--- src/dns_message_parser_core_assert.svh ---
// Assertion macros for the DNS message parser core.
`ifndef DNS_MESSAGE_PARSER_CORE_ASSERT_SVH
`define DNS_MESSAGE_PARSER_CORE_ASSERT_SVH

`ifndef SYNTH
// Same-cycle implication, checked at every rising clock edge out of reset.
`define DMP_ASSERT_IMPLY(label, clk, rstn, ante, cons) \
    label: assert property (@(posedge clk) disable iff (!rstn) (ante) |-> (cons)) \
        else $error("dns parser assertion failed");
// Next-cycle implication.
`define DMP_ASSERT_NEXT(label, clk, rstn, ante, cons) \
    label: assert property (@(posedge clk) disable iff (!rstn) (ante) |=> (cons)) \
        else $error("dns parser assertion failed");
`else
`define DMP_ASSERT_IMPLY(label, clk, rstn, ante, cons)
`define DMP_ASSERT_NEXT(label, clk, rstn, ante, cons)
`endif

`endif

--- src/dmp_pkg.sv ---
// Types, codes and small tables shared by the DNS message parser core.
package dmp_pkg;

    // Parse phase; its encoding is also the reported section code.
    typedef enum logic [2:0] {
        PH_HEADER = 3'd0,
        PH_QNAME  = 3'd1,
        PH_QFIXED = 3'd2,
        PH_ANAME  = 3'd3,
        PH_AFIXED = 3'd4,
        PH_RDATA  = 3'd5,
        PH_IGNORE = 3'd6
    } phase_t;

    localparam logic [3:0] FID_FLAGS   = 4'd1;
    localparam logic [3:0] FID_QDCOUNT = 4'd2;
    localparam logic [3:0] FID_ANCOUNT = 4'd3;
    localparam logic [3:0] FID_QTYPE   = 4'd6;
    localparam logic [3:0] FID_ATYPE   = 4'd8;
    localparam logic [3:0] FID_ACLASS  = 4'd9;
    localparam logic [3:0] FID_TTL     = 4'd10;
    localparam logic [3:0] FID_RDLEN   = 4'd11;
    localparam logic [3:0] FID_RDATA   = 4'd12;

    localparam logic [1:0] ERR_NONE       = 2'd0;
    localparam logic [1:0] ERR_TRUNCATED  = 2'd1;
    localparam logic [1:0] ERR_LABEL_TYPE = 2'd2;
    localparam logic [1:0] ERR_NAME_LONG  = 2'd3;

    localparam logic [15:0] FLAG_KEEP_MASK = 16'hFF8F;
    localparam logic [1:0]  LABEL_PTR      = 2'b11;
    localparam logic [7:0]  NAME_MAX       = 8'd255;

    localparam logic [3:0] HDR_LAST_BYTE  = 4'd11;
    localparam logic [3:0] QFIX_LAST_BYTE = 4'd3;
    localparam logic [3:0] AFIX_LAST_BYTE = 4'd9;
    localparam logic [3:0] PTR_LOW_BYTE   = 4'd1;

    // Field carried by each byte of the fixed part of an answer.
    function automatic logic [3:0] afix_field(input logic [3:0] idx);
        logic [3:0] f;
        case (idx)
            4'd0, 4'd1:               f = FID_ATYPE;
            4'd2, 4'd3:               f = FID_ACLASS;
            4'd4, 4'd5, 4'd6, 4'd7:   f = FID_TTL;
            default:                  f = FID_RDLEN;
        endcase
        return f;
    endfunction

    // High on the byte that completes a field of the answer's fixed part.
    function automatic logic afix_done(input logic [3:0] idx);
        logic d;
        case (idx)
            4'd1, 4'd3, 4'd7, 4'd9: d = 1'b1;
            default:                d = 1'b0;
        endcase
        return d;
    endfunction

endpackage

--- src/dns_message_parser_core.sv ---
// Byte-serial DNS message parser: header, questions and the first answer.
//
// Usage: the message enters on the s_ channel one byte per transfer, in wire
// order, with s_tlast on its final byte. Every input byte yields exactly one
// result transfer on the m_ channel, in the same order. m_tuser is the section
// the byte belongs to; m_tdata tells which header or fixed field it completes
// (with its value), the name byte it carries, a completed compression pointer
// and any parse error. m_tlast copies s_tlast.
// A byte is captured in the input register at its transfer, and its result is
// loaded into the result register once that register is empty or being taken.
// Throughput: one byte per cycle unless the receiver stalls; the phase machine
// and its counters update between the two registers.
// Reset (aresetn low, synchronous) empties both registers and returns the
// parser to the start of a header. After a byte with s_tlast the parser also
// returns to that state, ready for the next message.
// When the receiver stalls, the result register holds; one more byte can wait
// in the input register, after which s_tready goes low until m_tready returns.
`include "dns_message_parser_core_assert.svh"

module dns_message_parser_core
    import dmp_pkg::*;
(
    input  logic        aclk,
    input  logic        aresetn,
    input  logic        s_tvalid,
    output logic        s_tready,
    input  logic [7:0]  s_tdata,   // [7:0] data_byte
    input  logic        s_tlast,   // last_byte
    output logic        m_tvalid,
    input  logic        m_tready,
    output logic [63:0] m_tdata,   // field_id, field_value, field_done, name_byte,
                                   // name_byte_valid, pointer_offset, pointer_seen,
                                   // parse_error, zero pad
    output logic [2:0]  m_tuser,   // section
    output logic        m_tlast    // packet_done
);

    // Input register.
    logic       in_valid_reg, in_valid_next;
    logic [7:0] in_byte_reg;
    logic       in_last_reg;

    // Parser state.
    phase_t      phase_reg, phase_next;
    logic [3:0]  bif_reg, bif_next;
    logic [31:0] accum_reg, accum_next;
    logic [15:0] qleft_reg, qleft_next;
    logic        ans_reg, ans_next;
    logic [5:0]  label_reg, label_next;
    logic [7:0]  nlen_reg, nlen_next;
    logic [15:0] rdleft_reg, rdleft_next;
    logic [5:0]  phigh_reg, phigh_next;

    // Result register.
    logic        out_valid_reg;
    logic [2:0]  sec_reg;
    logic [3:0]  fid_reg;
    logic [31:0] fval_reg;
    logic        fdone_reg;
    logic [7:0]  nb_reg;
    logic        nbv_reg;
    logic [13:0] poff_reg;
    logic        pseen_reg;
    logic [1:0]  err_reg;
    logic        pdone_reg;

    // Result of the byte in the input register.
    logic [2:0]  o_sec;
    logic [3:0]  o_fid;
    logic [31:0] o_fval;
    logic        o_fdone;
    logic [7:0]  o_nb;
    logic        o_nbv;
    logic [13:0] o_poff;
    logic        o_pseen;
    logic [1:0]  o_err;

    logic        advance;
    logic        fire;
    logic [7:0]  b;
    logic [31:0] acc_shift;
    logic [15:0] v16;
    logic [15:0] q_after;
    logic [15:0] rd_after;
    logic [3:0]  afix_idx;
    logic        ended;
    logic        emit;

    assign advance  = !out_valid_reg || m_tready;
    assign fire     = in_valid_reg && advance;
    assign s_tready = !in_valid_reg || advance;

    always_comb begin
        in_valid_next = in_valid_reg;
        if (s_tvalid && s_tready) begin
            in_valid_next = 1'b1;
        end else if (advance) begin
            in_valid_next = 1'b0;
        end
    end

    always_ff @(posedge aclk) begin
        if (!aresetn) begin
            in_valid_reg <= 1'b0;
        end else begin
            in_valid_reg <= in_valid_next;
        end
        if (s_tvalid && s_tready) begin
            in_byte_reg <= s_tdata;
            in_last_reg <= s_tlast;
        end
    end

    // Phase machine: next state and the result of the current byte.
    always_comb begin
        phase_next  = phase_reg;
        bif_next    = bif_reg;
        accum_next  = accum_reg;
        qleft_next  = qleft_reg;
        ans_next    = ans_reg;
        label_next  = label_reg;
        nlen_next   = nlen_reg;
        rdleft_next = rdleft_reg;
        phigh_next  = phigh_reg;

        b         = in_byte_reg;
        acc_shift = {accum_reg[23:0], b};
        v16       = acc_shift[15:0];
        q_after   = qleft_reg;
        rd_after  = rdleft_reg - 16'd1;
        afix_idx  = (bif_reg > AFIX_LAST_BYTE) ? AFIX_LAST_BYTE : bif_reg;
        ended     = 1'b0;
        emit      = 1'b0;

        o_sec   = phase_reg;
        o_fid   = '0;
        o_fval  = '0;
        o_fdone = 1'b0;
        o_nb    = '0;
        o_nbv   = 1'b0;
        o_poff  = '0;
        o_pseen = 1'b0;
        o_err   = ERR_NONE;

        unique case (phase_reg)
            PH_HEADER: begin
                accum_next = acc_shift;
                o_fid      = {1'b0, bif_reg[3:1]};
                if (bif_reg[0]) begin
                    if (o_fid == FID_FLAGS) begin
                        v16 = acc_shift[15:0] & FLAG_KEEP_MASK;
                    end
                    o_fdone    = 1'b1;
                    o_fval     = {16'd0, v16};
                    accum_next = '0;
                    if (o_fid == FID_QDCOUNT) begin
                        qleft_next = v16;
                    end
                    if (o_fid == FID_ANCOUNT) begin
                        ans_next = (v16 != 16'd0);
                    end
                end
                bif_next = bif_reg + 4'd1;
                if (bif_reg == HDR_LAST_BYTE) begin
                    bif_next = '0;
                    if (qleft_reg != 16'd0) begin
                        phase_next = PH_QNAME;
                    end else if (ans_reg) begin
                        phase_next = PH_ANAME;
                    end else begin
                        phase_next = PH_IGNORE;
                    end
                    label_next = '0;
                    nlen_next  = '0;
                    phigh_next = '0;
                end
            end
            PH_QNAME, PH_ANAME: begin
                if (bif_reg == PTR_LOW_BYTE) begin
                    o_poff  = {phigh_reg, b};
                    o_pseen = 1'b1;
                    ended   = 1'b1;
                end else if (label_reg != 6'd0 || b == 8'd0) begin
                    emit = 1'b1;
                end else if (b[7:6] == LABEL_PTR) begin
                    phigh_next = b[5:0];
                    bif_next   = PTR_LOW_BYTE;
                end else if (b[7:6] != 2'b00) begin
                    o_err      = ERR_LABEL_TYPE;
                    phase_next = PH_IGNORE;
                end else begin
                    emit = 1'b1;
                end
                if (emit) begin
                    if (nlen_reg == NAME_MAX) begin
                        o_err      = ERR_NAME_LONG;
                        phase_next = PH_IGNORE;
                    end else begin
                        nlen_next = nlen_reg + 8'd1;
                        o_nb      = b;
                        o_nbv     = 1'b1;
                        if (label_reg != 6'd0) begin
                            label_next = label_reg - 6'd1;
                        end else if (b == 8'd0) begin
                            ended = 1'b1;
                        end else begin
                            // Top bits are zero here, so the length fits.
                            label_next = b[5:0];
                        end
                    end
                end
                if (ended) begin
                    phase_next = (phase_reg == PH_QNAME) ? PH_QFIXED : PH_AFIXED;
                    bif_next   = '0;
                    accum_next = '0;
                end
            end
            PH_QFIXED: begin
                accum_next = acc_shift;
                o_fid      = FID_QTYPE + {3'd0, bif_reg[1]};
                if (bif_reg[0]) begin
                    o_fdone    = 1'b1;
                    o_fval     = {16'd0, acc_shift[15:0]};
                    accum_next = '0;
                end
                bif_next = bif_reg + 4'd1;
                if (bif_reg == QFIX_LAST_BYTE) begin
                    bif_next   = '0;
                    q_after    = qleft_reg - 16'd1;
                    qleft_next = q_after;
                    if (q_after != 16'd0) begin
                        phase_next = PH_QNAME;
                    end else if (ans_reg) begin
                        phase_next = PH_ANAME;
                    end else begin
                        phase_next = PH_IGNORE;
                    end
                    label_next = '0;
                    nlen_next  = '0;
                    phigh_next = '0;
                end
            end
            PH_AFIXED: begin
                accum_next = acc_shift;
                o_fid      = afix_field(afix_idx);
                if (afix_done(afix_idx)) begin
                    o_fdone    = 1'b1;
                    o_fval     = acc_shift;
                    accum_next = '0;
                end
                bif_next = bif_reg + 4'd1;
                if (afix_idx == AFIX_LAST_BYTE) begin
                    bif_next    = '0;
                    rdleft_next = acc_shift[15:0];
                    phase_next  = (acc_shift[15:0] != 16'd0) ? PH_RDATA : PH_IGNORE;
                end
            end
            PH_RDATA: begin
                o_fid       = FID_RDATA;
                o_fval      = {24'd0, b};
                rdleft_next = rd_after;
                if (rd_after == 16'd0) begin
                    o_fdone    = 1'b1;
                    phase_next = PH_IGNORE;
                end
            end
            default: begin
            end
        endcase

        if (in_last_reg) begin
            if (o_err == ERR_NONE && phase_next != PH_IGNORE) begin
                o_err = ERR_TRUNCATED;
            end
            phase_next  = PH_HEADER;
            bif_next    = '0;
            accum_next  = '0;
            qleft_next  = '0;
            ans_next    = 1'b0;
            label_next  = '0;
            nlen_next   = '0;
            rdleft_next = '0;
            phigh_next  = '0;
        end
    end

    always_ff @(posedge aclk) begin
        if (!aresetn) begin
            phase_reg  <= PH_HEADER;
            bif_reg    <= '0;
            accum_reg  <= '0;
            qleft_reg  <= '0;
            ans_reg    <= 1'b0;
            label_reg  <= '0;
            nlen_reg   <= '0;
            rdleft_reg <= '0;
            phigh_reg  <= '0;
        end else if (fire) begin
            phase_reg  <= phase_next;
            bif_reg    <= bif_next;
            accum_reg  <= accum_next;
            qleft_reg  <= qleft_next;
            ans_reg    <= ans_next;
            label_reg  <= label_next;
            nlen_reg   <= nlen_next;
            rdleft_reg <= rdleft_next;
            phigh_reg  <= phigh_next;
        end
    end

    always_ff @(posedge aclk) begin
        if (!aresetn) begin
            out_valid_reg <= 1'b0;
        end else if (advance) begin
            out_valid_reg <= in_valid_reg;
        end
        if (fire) begin
            sec_reg   <= o_sec;
            fid_reg   <= o_fid;
            fval_reg  <= o_fval;
            fdone_reg <= o_fdone;
            nb_reg    <= o_nb;
            nbv_reg   <= o_nbv;
            poff_reg  <= o_poff;
            pseen_reg <= o_pseen;
            err_reg   <= o_err;
            pdone_reg <= in_last_reg;
        end
    end

    assign m_tvalid = out_valid_reg;
    assign m_tuser  = sec_reg;
    assign m_tlast  = pdone_reg;
    assign m_tdata  = {1'b0, err_reg, pseen_reg, poff_reg, nbv_reg, nb_reg,
                       fdone_reg, fval_reg, fid_reg};

    // A byte is either a name byte or part of a pointer, never both.
    `DMP_ASSERT_IMPLY(a_ptr_not_name, aclk, aresetn, out_valid_reg, !(pseen_reg && nbv_reg))
    // Label-type and long-name errors only arise inside a name.
    `DMP_ASSERT_IMPLY(a_name_err_sec, aclk, aresetn,
        out_valid_reg && (err_reg == ERR_LABEL_TYPE || err_reg == ERR_NAME_LONG),
        sec_reg == PH_QNAME || sec_reg == PH_ANAME)
    // Header fields completed in the header section are the six header fields.
    `DMP_ASSERT_IMPLY(a_hdr_fid, aclk, aresetn,
        out_valid_reg && fdone_reg && sec_reg == PH_HEADER, fid_reg <= 4'd5)
    // A byte waiting in the input register is not dropped while the output stalls.
    `DMP_ASSERT_NEXT(a_in_hold, aclk, aresetn, in_valid_reg && !advance, in_valid_reg)

endmodule

--- config.mk ---
export PLATFORM = sky130hd
export DESIGN_NAME = dns_message_parser_core
export DESIGN_NICKNAME = d
export VERILOG_FILES = /design/src/dmp_pkg.sv /design/src/dns_message_parser_core.sv
export VERILOG_INCLUDE_DIRS = /design/src /design/src/src
export SDC_FILE = /design/constraint.sdc
export NUM_CORES = 1
export LEC_CHECK = 0
export ABC_CLOCK_PERIOD_IN_PS = 4500
export BUFFER_PORTS_ARGS = -buffer_cell sky130_fd_sc_hd__buf_4
export CAP_MARGIN = 0
export CORE_ASPECT_RATIO = 0.9
export CORE_MARGIN = 4
export CORE_UTILIZATION = 30
export CTS_CLUSTER_SIZE = 12
export DETAILED_ROUTE_END_ITERATION = 8
export PLACE_DENSITY = 0.46
export SYNTH_ARGS = -nofsm -noshare
export SYNTH_HDL_FRONTEND = slang
export SYNTH_SLANG_ARGS = --single-unit
--- constraint.sdc ---
create_clock -name aclk -period 4.5 [get_ports aclk]
set_clock_uncertainty 0.2 [all_clocks]
set_input_delay 0.675 -clock aclk [delete_from_list [all_inputs] [get_ports aclk]]
set_output_delay 0.675 -clock aclk [all_outputs]
set_load 0.02 [all_outputs]
# --- Yosys cells after proc, flatten, opt, wreduce, memory -nomap -nowiden ---
# Memories as Yosys holds them, arrays and structs flattened.
# Cells that the tools add are included.
# Widths: inputs -> output; s select.
op_classes:
  n_addsub: 6
  magnitude_cmp: 1
  n_eq_ne: 33
  muxes: 102
  bitwise_logic: 2
  n_reduce_logical: 41
op_table:
  columns: ["cell", "count"]
  rows:
  - ["$mux 16", 10]
  - ["$pmux 32 s4", 1]
  - ["$mux 24", 4]
  - ["$pmux 24 s3", 1]
  - ["$mux 6", 11]
  - ["$pmux 16 s2", 2]
  - ["$reduce_bool 16->1", 4]
  - ["$mux 3", 16]
  - ["$mux 4", 10]
  - ["$mux 8", 5]
  - ["$ne 3x3->1 const B", 12]
  - ["$pmux 6 s3", 2]
  - ["$mux 32", 1]
  - ["$pmux 4 s4", 2]
  - ["$sub 16x1->16 const B", 2]
  - ["$pmux 8 s3", 1]
  - ["$mux 1", 23]
  - ["$mux 2", 10]
  - ["$logic_not 16->1", 1]
  - ["$ne 4x4->1 const B", 4]
  - ["$pmux 3 s5", 1]
  - ["$reduce_and 7->1", 2]
  - ["$eq 3x2->1 const B", 4]
  - ["$reduce_and 5->1", 2]
  - ["other kinds (34)", 54]
totals:
  reg_bits: 162
  romBits: 16
  output_inout_bits: 70
  memories: 1
memory_table:
  columns: ["name", "words", "word_bits", "rd", "rd_clocked_by_memory_dff", "write_ports", "line", "source"]
  rows:
  - ["(no name shown)", 8, 2, 1, 0, 0, "dmp_pkg.sv:42", "case (idx)"]

# --- Depth between registers and ports, before layout ---
# Gate-level depths: netlist of the first run.
depth:
  depth_word: 14
  depth_mapped: 12
  ltp_nobuf: 10

# --- Worst setup path after synthesis of the first run ---
# No wires, ideal clock.
synth_timing:
  path_type: "input-to-reg"
  startpoint: "in m_tready"
  endpoint: "reg rdleft_reg[2]"
  arrival_ns: 3.755
  required_ns: 4.224
  path_slack_ns: 0.469
  stages: 8
  cell_sequence: "nor2b_1 nand2b_1 clkinv_1 o21ai_1 clkbuf_1 clkbuf_1 o21ai_0 a21boi_0"
synth_via:
  elab_chain_len: 3
synth_rtl:
  columns: ["item", "line", "source"]
  rows:
  - ["from (decl)", "dns_message_parser_core.sv:30", "input logic m_tready,"]
  - ["$logic_or 1x1->1", "dns_message_parser_core.sv:89", "assign advance = !out_valid_reg || m_tready;"]
  - ["$logic_and 1x1->1", "dns_message_parser_core.sv:90", "assign fire = in_valid_reg && advance;"]
  - ["via fire", "dns_message_parser_core.sv:79", "logic fire;"]
  - ["$reduce_and 3->1 (no line)", null, null]
  - ["to (signal assigned)", "dns_message_parser_core.sv:306", "rdleft_reg <= rdleft_next;"]
  - ["to (decl)", "dns_message_parser_core.sv:51", "logic [15:0] rdleft_reg, rdleft_next;"]
# The timed path passes the listed nets, and every way through them passes these cells.
# A chain may end at the register's enable or synchronous reset.

# --- Final worst setup path of the first run ---
layout_timing:
  startpoint: "reg in_byte_reg[6], in the netlist b[6]"
  endpoint: "reg phase_reg[2], in the netlist o_sec[2]"
layout_via:
  elab_chain_len: 11
  word_cells_on_any_way: 23
  cone_classes: "eq/ne: 1; mux: 19; reduce/logical: 3"
layout_rtl:
  columns: ["item", "line", "source"]
  rows:
  - ["from (decl)", "dns_message_parser_core.sv:40", "logic [7:0] in_byte_reg;"]
  - ["from (signal assigned)", "dns_message_parser_core.sv:109", "in_byte_reg <= s_tdata;"]
  - ["$reduce_bool 2->1", "dns_message_parser_core.sv:188", "end else if (b[7:6] != 2'b00) begin"]
  - ["$mux 1", "dns_message_parser_core.sv:188", null]
  - ["$mux 1", "dns_message_parser_core.sv:185", "end else if (b[7:6] == LABEL_PTR) begin"]
  - ["$mux 1", "dns_message_parser_core.sv:183", "end else if (label_reg != 6'd0 || b == 8'd0) begin"]
  - ["$mux 1", "dns_message_parser_core.sv:179", "if (bif_reg == PTR_LOW_BYTE) begin"]
  - ["$mux 1", "dns_message_parser_core.sv:145", "unique case (phase_reg)"]
  - ["$mux 1", "dns_message_parser_core.sv:194", "if (emit) begin"]
  - ["$mux 1", "dns_message_parser_core.sv:145", null]
  - ["$mux 3 (*)", "dns_message_parser_core.sv:212", "if (ended) begin"]
  - ["$pmux 3 s5 (*)", "dns_message_parser_core.sv:145", null]
  - ["$mux 3 (*)", "dns_message_parser_core.sv:271", "if (in_last_reg) begin"]
  - ["to (signal assigned)", "dns_message_parser_core.sv:299", "phase_reg <= phase_next;"]
  - ["to (decl)", "dns_message_parser_core.sv:44", "phase_t phase_reg, phase_next;"]
# Every way passes the cells marked *; elsewhere a longest branch is shown, timed or not. The select of a mux whose other input is x is not followed.

==> metrics.cfg, run 1 <==
[flow_run]
cap_violations = 0

[detailed_routing]
routed-via-count = 6748
wl_per_cell_um = 18.6
wl_um = 24100
viasPerCell = 5.19
drtIter0Drc = 457
drtAntennaViolNets = 0
dr.pass1.iters = 6
drc = 0

[timing]
finalWorstSetupSlack_ns = 0.967
final_hold_viol_count = 0
drv_slew = 0
period_minus_slack_ns = 3.53
holdWs_ns = 0.232
slew_headroom_pct = 43.3
fin_crit_sh_pct = 78.5
grt_setup_unrepaired = false
worst_pin_slew_ns = 0.849
setup_tns_ns = 0
setup_viol = 0
fmax_mhz = 283

[power]
power_mw = 3.33
leakage_nw = 3.52
p_int_mw = 2.49
peakVddDrop_uv = 236
clkPwrFrac_pct = 44.3
p_comb_share_pct = 7.4
power.density_nw_per_um2 = 341
p_sw_mw = 0.837
switching_share_pct = 25.2
p_seq_share_pct = 48.3

[finish]
final_cells = 1299
fin_util_pct = 36.2
largest_reg_flops = 32
multiInputGateArea_sq_um = 3920
fillCellCount = 2751
fin_area_sq_um = 9750
fin_nets = 957
diodes = 0
drive_gt1_share_pct = 15.8
syn_to_final_growth_pct = 18.7
regArea_sq_um = 4000

[placed_design]
dp.cells = 1267
io_buffers = 81
placed_area_sq_um = 9170
dp_slack_ns = 1.10
place_hpwl_um = 16400
routabilityCongestion = 0.901

[critical_path]
reg2reg_to = o_sec[2]$_SDFFE_PN0P_
arrival_ns = 3.64
criticalPathCategory = register to register
reg2reg_depth = 10
rrSetupSlack_ns = 0.97
cp-end-kind = register
cp_max_fo = 7
worst_setup_path_start_kind = register
crit_required_ns = 4.61
r2r_start = b[6]$_DFFE_PP_

[floorplanning]
die-width_um = 182
die-area_sq_um = 30100
start_util_pct = 30.5
core-area_sq_um = 27000
rows = 57
fp.dieH_um = 165
ios = 83

[clocking]
ctsHoldBuffers = 0
cts_max_level = 4
cts_root_buf = clkbuf_16
postCtsSetupBuffers = 0
cts_made_buffers = 17
ctsResizeCount = 0
cts_max_path_buffers = 2
cts_tree = done
path_clk_slew_ns = 0.07
clock_sinks = 162
clk_latency_ns = 0.43

[global_route]
antenna_found_initial = 0
grt_pass1_vias = 6401
grt_max_degree = 81
grt_pass1_wl_um = 38000
grt.total_usage_pct = 16.1
gr-total-overflow = 0

[run_status]
status = completed

[min_path]
worstHoldStart = s_tdata[3]
hold_end = b[3]$_DFFE_PP_
holdPathStages = 1
worstHoldPathType = primary input to register

[yosys]
ys_types = 73
synth.area.top_cells = edfxtp_1, dfxtp_1, nor2b_1
synth_top_cell_by_area = edfxtp_1
synth_area_sq_um = 8210
async_flop_share_pct = 0
syn_area_per_cell_sq_um = 9.42
synth_flop_cell = dfxtp_1
syn_nets = 897
ys_warn_count = 0
synth_edf_count = 76
synthCells = 872
synth_top_area_share_pct = 27.8
synth_seq_cells = 162
synth-seq-area-share_pct = 48.7

worst max-delay path by stage:
stage	from	endpoint	slack, ns	cells after the start
after detailed placement	b[6]$_DFFE_PP_	o_sec[2]$_SDFFE_PN0P_	1.10	10
after global routing	b[6]$_DFFE_PP_	o_sec[2]$_SDFFE_PN0P_	0.89	10
after CTS	b[6]$_DFFE_PP_	o_sec[2]$_SDFFE_PN0P_	1.08	10
after global placement	b[6]$_DFFE_PP_	o_sec[2]$_SDFFE_PN0P_	1.10	10
after floorplan	m_tready	rdleft_reg[2]$_SDFFE_PN0P_	0.47	8
final	b[6]$_DFFE_PP_	o_sec[2]$_SDFFE_PN0P_	0.97	10
cells by family after synthesis:
| kind of cell | Yosys count | share of synthesized area (%) |
|---|---|---|
| flip-flops | 162 | 48.7 |
| XOR/XNOR | 14 | 1.49 |
| AND/OR/NAND/NOR | 375 | 25.3 |
| buffers and inverters | 75 | 3.70 |
| other | 1 | 0.0457 |
| AO/OA/AOI/OAI | 230 | 18.5 |
| adder cells (fa/ha/maj) | 12 | 1.83 |
| multiplexers | 3 | 0.396 |
layout by cell type (no fill, tap or decap), drive strengths merged, types with 23 or more instances in the layout:
cell,count
nand2,61
inv,23
and2,48
nor2,68
edfxtp,76
nor2b,59
nor3,27
o21ai,65
a22oi,40
a21oi,48
buf,98
dfxtp,86
synthesized netlist by cell type (all sizes together) (4+ instances only):
| cell type | n |
|---|---|
| xor2 | 8 |
| a31oi | 5 |
| nand2 | 61 |
| xnor2 | 6 |
| nor4 | 17 |
| nand3 | 20 |
| nor2 | 68 |
| nand4 | 9 |
| dfxtp | 86 |
| o31ai | 6 |
| o21a | 8 |
| or4 | 8 |
| nor3b | 4 |
| or3 | 11 |
| a21oi | 48 |
| a22oi | 40 |
| and2 | 48 |
| ha | 12 |
| clkbuf | 47 |
| inv | 17 |
| edfxtp | 76 |
| o21ai | 65 |
| a21boi | 14 |
| nor3 | 27 |
| nand2b | 10 |
| buf | 10 |
| a2111oi | 9 |
| nor2b | 59 |
| and3 | 18 |
power by group through the flow:
stage          clock network, mW  registers, mW  logic (mW)
3_3_place_gp                   0           1.64       0.250
5_1_grt                     1.57           1.61       0.269
4_1_cts                     1.51           1.61       0.249
3_5_place_dp                   0           1.64       0.248
2_1_floorplan                  0           1.65       0.133
6_report                    1.47           1.61       0.247
metal layers:
layer | global-route usage (%) | share of wire [%]
met1 | 23.8 | 50
met2 | 24.5 | 44
met3 | 2.44 | 4.6
met4 | 4.43 | 1.2
met5 | 0 | 0
critical path: stages (launching register included):
cell and delay (ns):
edfxtp_1 0.47, inv_1 0.26, ha_1 0.26, or4_1 0.42
a311o_1 0.38, a32oi_1 0.36, o21ai_1 0.17, a221o_1 0.37
a21oi_1 0.21, o21ai_0 0.15, and2_1 0.17
layout make-up:
class                           instances  share of cell area, %
Tap cell                              354                   4.54
Inverter                               18                  0.693
Multi-Input combinational cell        635                   40.2
Clock buffer                           19                   4.44
Sequential cell                       162                   41.1
Clock inverter                         13                   1.53
Timing Repair Buffer                   98                   7.55
Note: power is estimated with default switching activity, not from simulation.
==> inputs of run 2 (changes only) <==
--- a/config.mk
+++ b/config.mk
@@ -6,7 +6,7 @@
 export SDC_FILE = /design/constraint.sdc
 export NUM_CORES = 1
 export LEC_CHECK = 0
-export ABC_CLOCK_PERIOD_IN_PS = 4500
+export ABC_CLOCK_PERIOD_IN_PS = 3280
 export BUFFER_PORTS_ARGS = -buffer_cell sky130_fd_sc_hd__buf_4
 export CAP_MARGIN = 0
 export CORE_ASPECT_RATIO = 0.9
==> constraint.sdc (replaced) <==
create_clock -name aclk -period 3.28 [get_ports aclk]
set_clock_uncertainty 0.2 [all_clocks]
set_input_delay 0.492 -clock aclk [delete_from_list [all_inputs] [get_ports aclk]]
set_output_delay 0.492 -clock aclk [all_outputs]
set_load 0.02 [all_outputs]
==> metrics.cfg, run 2 (synthesis gave the netlist of run 1 again) <==
[run_status]
status = completed  ; unchanged

[detailed_routing]
viasPerCell = 5.18  ; was 5.19
drtIter0Drc = 559  ; was 457
drc = 0  ; unchanged
routed-via-count = 6901  ; was 6748
wl_um = 24500  ; was 24100 um
drtAntennaViolNets = 0  ; unchanged
dr.pass1.iters = 5  ; was 6
wl_per_cell_um = 18.4  ; was 18.6 um

[timing]
drv_slew = 0  ; unchanged
fin_crit_sh_pct = 94.0  ; was 78.5%
worst_pin_slew_ns = 0.703  ; was 0.849 ns
slew_headroom_pct = 53.1  ; was 43.3%
fmax_mhz = 324  ; was 283 MHz
final_hold_viol_count = 0  ; unchanged
setup_tns_ns = 0  ; unchanged
period_minus_slack_ns = 3.08  ; was 3.53 ns
grt_setup_unrepaired = false  ; unchanged
finalWorstSetupSlack_ns = 0.197  ; was 0.967 ns
setup_viol = 0  ; unchanged

[critical_path]
r2r_start = qleft_reg[0]$_SDFFE_PN0P_  ; was b[6]$_DFFE_PP_
arrival_ns = 3.06  ; was 3.64 ns
critPathLaunch = qleft_reg[0]$_SDFFE_PN0P_  ; was b[6]$_DFFE_PP_
cp-end-kind = register  ; unchanged
criticalPathCategory = register to register  ; unchanged
worst_setup_path_start_kind = register  ; unchanged
reg2reg_to = err_reg[0]$_DFFE_PP_  ; was o_sec[2]$_SDFFE_PN0P_
cp-endpoint = err_reg[0]$_DFFE_PP_  ; was o_sec[2]$_SDFFE_PN0P_
rrSetupSlack_ns = 0.20  ; was 0.97 ns
crit_required_ns = 3.26  ; was 4.61 ns
reg2reg_depth = 10  ; unchanged
cp_max_fo = 7  ; unchanged

[power]
p_seq_share_pct = 47.6  ; was 48.3%
p_sw_mw = 1.21  ; was 0.837 mW
power.density_nw_per_um2 = 459  ; was 341 nW/um^2
clkPwrFrac_pct = 44.3  ; about the same
switching_share_pct = 26.4  ; was 25.2%
leakage_nw = 3.70  ; was 3.52 nW
peakVddDrop_uv = 343  ; was 236 uV
p_comb_share_pct = 8.1  ; was 7.4%
p_int_mw = 3.38  ; was 2.49 mW
power_mw = 4.59  ; was 3.33 mW

[global_route]
grt_max_degree = 45  ; was 81
gr-total-overflow = 0  ; unchanged
grt.total_usage_pct = 16.5  ; was 16.1%
antenna_found_initial = 0  ; unchanged
grt_pass1_vias = 6704  ; was 6401
grt_pass1_wl_um = 38700  ; was 38000 um

[finish]
drive_gt1_share_pct = 18.9  ; was 15.8%
fillCellCount = 2787  ; was 2751
fin_area_sq_um = 10000  ; was 9750 sq um
layout_commonest_cell = buf_4  ; unchanged
syn_to_final_growth_pct = 21.8  ; was 18.7%
diodes = 0  ; unchanged
final_cells = 1331  ; was 1299
most-common-layout-cells = buf_4, dfxtp_1, edfxtp_1, nor2_1, nand2_1  ; unchanged
fin_nets = 989  ; was 957
largest_reg_flops = 32  ; unchanged

[placed_design]
place_hpwl_um = 17200  ; was 16400 um
dp_slack_ns = 0.104  ; was 1.10 ns
io_buffers = 81  ; unchanged
dp.cells = 1299  ; was 1267
placed_area_sq_um = 9410  ; was 9170 sq um
routabilityCongestion = 0.907  ; was 0.901

[clocking]
cts_made_buffers = 17  ; unchanged
cts_tree = done  ; unchanged
cts_max_path_buffers = 2  ; unchanged
path_clk_slew_ns = 0.07  ; about the same
clk_latency_ns = 0.43  ; about the same
cts_root_buf = clkbuf_16  ; unchanged
clock_sinks = 162  ; unchanged
cts_max_level = 4  ; unchanged
postCtsSetupBuffers = 0  ; unchanged
ctsHoldBuffers = 0  ; unchanged

[min_path]
worstHoldPathType = primary input to register  ; unchanged

[floorplanning]
die-width_um = 182  ; unchanged
rows = 57  ; unchanged
start_util_pct = 30.5  ; unchanged
fp.dieH_um = 165  ; unchanged
ios = 83  ; unchanged
die-area_sq_um = 30100  ; unchanged
core-area_sq_um = 27000  ; unchanged

[flow_run]
cap_violations = 0  ; unchanged

## run 2: cell types whose count changed in the layout (fill, tap and decap cells not counted), sizes merged
cell and change:
clkinv +2, bufinv -1, buf +32, inv +3, clkbuf -2, clkinvlp -2
## run 2: power groups by stage
stage | combinational, mW | clock [mW] | sequential (mW)
finish | 0.372 | 2.03 | 2.18
global route | 0.405 | 2.19 | 2.19
CTS | 0.374 | 2.10 | 2.19
detailed placement | 0.373 | 0 | 2.23
global placement | 0.374 | 0 | 2.23
floorplan | 0.182 | 0 | 2.26
## run 2: worst max-delay path, cell delays in order (launching register included)
cell	delay (ns)
dfxtp_1	0.35
inv_1	0.13
ha_2	0.25
or4b_4	0.51
o41ai_2	0.27
nand4_1	0.21
a2111oi_4	0.35
o211ai_1	0.16
o21ai_1	0.21
o22a_1	0.15
o21ai_1	0.05
## run 2: worst min path at each step
stage	from	end	slack [ns]	cells after the start
2_1_floorplan	o_sec[2]$_SDFFE_PN0P_	m_tuser[2]$_DFFE_PP_	0.24	0
3_3_place_gp	label_reg[2]$_SDFFE_PN0P_	label_reg[2]$_SDFFE_PN0P_	0.29	2
3_5_place_dp	rdleft_reg[14]$_SDFFE_PN0P_	rdleft_reg[14]$_SDFFE_PN0P_	0.29	2
4_1_cts	s_tdata[0]	b[0]$_DFFE_PP_	0.02	1
5_1_grt	s_tlast	in_last_reg$_DFFE_PP_	0.02	1
6_report	s_tlast	in_last_reg$_DFFE_PP_	0.04	1
## run 2: stage by stage
| step | hold WS, ns | utilization [%] |
|---|---|---|
| global placement | 0.286 | 34.9 |
| detailed placement | 0.288 | 34.9 |
| CTS | 0.0246 | 37.1 |
| floorplan | 0.243 | - |
| global route | 0.0183 | 37.1 |
| finish | 0.0415 | 37.1 |
## run 2: what timing repair did
item	4_1_cts	5_1_grt
endpoints found under the hold margin	0	0
setup endpoints to repair	0	2
gates resized for setup	0	1
## run 2: routing by layer
metal  global-route usage [%]  part of all wire [%]
met5                        0                     0
met3                     3.26                   4.8
met1                     23.2                    49
met4                     5.49                   2.0
met2                     25.5                    45
## run 2: final cells by class
| type | count | area, sq um | area share, % |
|---|---|---|---|
| clock buffers | 17 | 425 | 4.25 |
| clock inverters | 15 | 166 | 1.66 |
| inverters | 18 | 68.8 | 0.688 |
| multi-input cells | 635 | 3920 | 39.2 |
| flip-flops and latches | 162 | 4000 | 40.0 |
| well taps | 354 | 443 | 4.43 |
| repair buffers | 130 | 976 | 9.76 |
==> inputs of run 3 (changes only) <==
--- a/config.mk
+++ b/config.mk
@@ -6,7 +6,7 @@
 export SDC_FILE = /design/constraint.sdc
 export NUM_CORES = 1
 export LEC_CHECK = 0
-export ABC_CLOCK_PERIOD_IN_PS = 3280
+export ABC_CLOCK_PERIOD_IN_PS = 2750
 export BUFFER_PORTS_ARGS = -buffer_cell sky130_fd_sc_hd__buf_4
 export CAP_MARGIN = 0
 export CORE_ASPECT_RATIO = 0.9
@@ -14,7 +14,8 @@
 export CORE_UTILIZATION = 30
 export CTS_CLUSTER_SIZE = 12
 export DETAILED_ROUTE_END_ITERATION = 8
-export PLACE_DENSITY = 0.46
+export GPL_ROUTABILITY_DRIVEN = 0
+export PLACE_DENSITY = 0.48
 export SYNTH_ARGS = -nofsm -noshare
 export SYNTH_HDL_FRONTEND = slang
 export SYNTH_SLANG_ARGS = --single-unit
==> constraint.sdc (replaced) <==
create_clock -name aclk -period 2.75 [get_ports aclk]
set_clock_uncertainty 0.2 [all_clocks]
set_input_delay 0.4125 -clock aclk [delete_from_list [all_inputs] [get_ports aclk]]
set_output_delay 0.4125 -clock aclk [all_outputs]
set_load 0.02 [all_outputs]
==> metrics.cfg, run 3 (synthesis gave the netlist of run 1 again) <==
[finish]
drive_gt1_share_pct = 28.4  ; was 18.9%
largest_reg_flops = 32  ; unchanged
multiInputGateArea_sq_um = 4080  ; was 3920 sq um
layout_commonest_cell = buf_4  ; unchanged
most-common-layout-cells = buf_4, dfxtp_1, edfxtp_1, nor2_1  ; was buf_4, dfxtp_1, edfxtp_1, nor2_1, nand2_1
fin_util_pct = 40.9  ; was 37.1%
fillCellCount = 2713  ; was 2787
fin_area_sq_um = 11000  ; was 10000 sq um
fin_nets = 1092  ; was 989
diodes = 0  ; unchanged
syn_to_final_growth_pct = 34.3  ; was 21.8%
regArea_sq_um = 4010  ; was 4000 sq um
final_cells = 1434  ; was 1331

[timing]
drv_slew = 0  ; unchanged
slew_headroom_pct = 58.9  ; was 53.1%
grt_setup_unrepaired = true  ; was false
fmax_mhz = 352  ; was 324 MHz
final_hold_viol_count = 0  ; unchanged
finalWorstSetupSlack_ns = -0.0935  ; was 0.197 ns
setup_viol = 2  ; was 0
worst_pin_slew_ns = 0.608  ; was 0.703 ns
fin_crit_sh_pct = 103  ; was 94.0%
period_minus_slack_ns = 2.84  ; was 3.08 ns

[clocking]
cts_max_level = 4  ; unchanged
cts_root_buf = clkbuf_16  ; unchanged
clock_sinks = 162  ; unchanged
clk_latency_ns = 0.44  ; was 0.43 ns
path_clk_slew_ns = 0.08  ; was 0.07 ns
cts_tree = done  ; unchanged
cts_made_buffers = 17  ; unchanged
cts_max_path_buffers = 2  ; unchanged

[detailed_routing]
wl_um = 25700  ; was 24500 um
dr.pass1.iters = 5  ; unchanged
drc = 0  ; unchanged
drtIter0Drc = 467  ; was 559
viasPerCell = 5.05  ; was 5.18
drtAntennaViolNets = 0  ; unchanged
wl_per_cell_um = 17.9  ; was 18.4 um
routed-via-count = 7248  ; was 6901

[placed_design]
dp.cells = 1385  ; was 1299
io_buffers = 81  ; unchanged
placed_area_sq_um = 10100  ; was 9410 sq um
place_hpwl_um = 18700  ; was 17200 um

[global_route]
gr-total-overflow = 0  ; unchanged
grt_max_degree = 50  ; was 45
grt_pass1_vias = 6940  ; was 6704
grt.total_usage_pct = 17.1  ; was 16.5%
antenna_found_initial = 0  ; unchanged
grt_pass1_wl_um = 40300  ; was 38700 um

[floorplanning]
fp.dieH_um = 165  ; unchanged
ios = 83  ; unchanged
start_util_pct = 30.5  ; unchanged
die-area_sq_um = 30100  ; unchanged
rows = 57  ; unchanged
core-area_sq_um = 27000  ; unchanged
die-width_um = 182  ; unchanged

[critical_path]
cp_max_fo = 4  ; was 7
rrSetupSlack_ns = -0.09  ; was 0.20 ns
worst_setup_path_start_kind = register  ; unchanged
arrival_ns = 2.84  ; was 3.06 ns
reg2reg_depth = 10  ; unchanged
crit_required_ns = 2.75  ; was 3.26 ns
r2r_start = qleft_reg[1]$_SDFFE_PN0P_  ; was qleft_reg[0]$_SDFFE_PN0P_
reg2reg_to = err_reg[0]$_DFFE_PP_  ; unchanged
cp-end-kind = register  ; unchanged
criticalPathCategory = register to register  ; unchanged

[min_path]
hold_end = m_tvalid$_SDFFE_PN0P_  ; was in_last_reg$_DFFE_PP_
worstHoldStart = m_tready  ; was s_tlast
worstHoldPathType = primary input to register  ; unchanged
holdPathStages = 3  ; was 1

[run_status]
violations = negative setup slack
status = finished with violations  ; was completed

[power]
leakage_nw = 4.27  ; was 3.70 nW
peakVddDrop_uv = 395  ; was 343 uV
power.density_nw_per_um2 = 505  ; was 459 nW/um^2

[flow_run]
cap_violations = 0  ; unchanged

[run 3: cell types whose count changed in the layout (fill, tap and decap cells not counted), moves of 4 or more]
cell	change
dlygate4sd3_1	+10
o21ai_0	-5
buf_4	+86
clkinv_8	+5
buf_6	+6
inv_1	-4
nor3_1	-4
[run 3: worst max path at each step]
stage / startpoint / endpoint / slack [ns] / cells past startpoint
6_report: qleft_reg[1]$_SDFFE_PN0P_ / err_reg[0]$_DFFE_PP_ / -0.09 / 10
5_1_grt: qleft_reg[1]$_SDFFE_PN0P_ / err_reg[0]$_DFFE_PP_ / -0.23 / 9
4_1_cts: qleft_reg[0]$_SDFFE_PN0P_ / err_reg[0]$_DFFE_PP_ / -0.14 / 10
3_5_place_dp: qleft_reg[0]$_SDFFE_PN0P_ / err_reg[0]$_DFFE_PP_ / -0.14 / 11
3_3_place_gp: b[6]$_DFFE_PP_ / o_sec[2]$_SDFFE_PN0P_ / -0.04 / 10
2_1_floorplan: rdleft_reg[1]$_SDFFE_PN0P_ / err_reg[0]$_DFFE_PP_ / 0.002 / 11
[run 3: critical path: stages, from the launching register on]
cell	delay [ns]
dfxtp_4	0.36
buf_4	0.14
nor3_4	0.30
mux2_4	0.34
o311a_4	0.32
a2111oi_4	0.36
buf_4	0.19
a32o_1	0.14
nor3_2	0.05
nor2_1	0.13
o21ai_1	0.07
[run 3: area by class of cell]
cell class | instances | area share, %
repair buffers | 233 | 16.4
clock inverters | 15 | 1.69
multi-input cells | 635 | 37.0
flip-flops and latches | 162 | 36.4
well taps | 354 | 4.02
inverters | 18 | 0.681
clock buffers | 17 | 3.86
[run 3: routing by layer]
metal | GRT usage [%] | routed length [um] | vias up | part of all wire (%)
li1 | - | - | 3567 | -
met2 | 26.7 | 11500 | 188 | 45
met5 | 2.17 | 88 | - | 0.34
met4 | 3.96 | 359 | 2 | 1.4
met3 | 3.39 | 1190 | 26 | 4.6
met1 | 24.3 | 12600 | 3465 | 49
[run 3: power by group]
part	internal, mW	total (mW)	leakage, nW	switching (mW)
Combinational	0.221	0.536	2.54	0.315
Sequential	2.57	2.60	1.44	0.0251
Clock	1.24	2.44	0.297	1.20
Total	4.03	5.57	4.27	1.54
[run 3: metrics by stage]
step / total power, mW / setup slack [ns] / hold slack, ns / TNS, ns
detailed placement: 3.16 / -0.135 / 0.272 / -0.237
CTS: 5.61 / -0.139 / 0.0940 / -0.216
finish: 5.57 / -0.0935 / 0.0982 / -0.140
global route: 5.78 / -0.231 / 0.102 / -1.35
floorplan: 2.91 / 0.00196 / 0.243 / 0
global placement: 3.16 / -0.0358 / 0.275 / -0.0655
[run 3: timing repair]
item / CTS / global route
setup endpoints to repair: 5 / 25
hold buffers: 10 / 0
endpoints found under the hold margin: 10 / 0
gates resized for setup: 9 / 44
pin swaps: 10 / 28
buffers inserted: 3 / 4
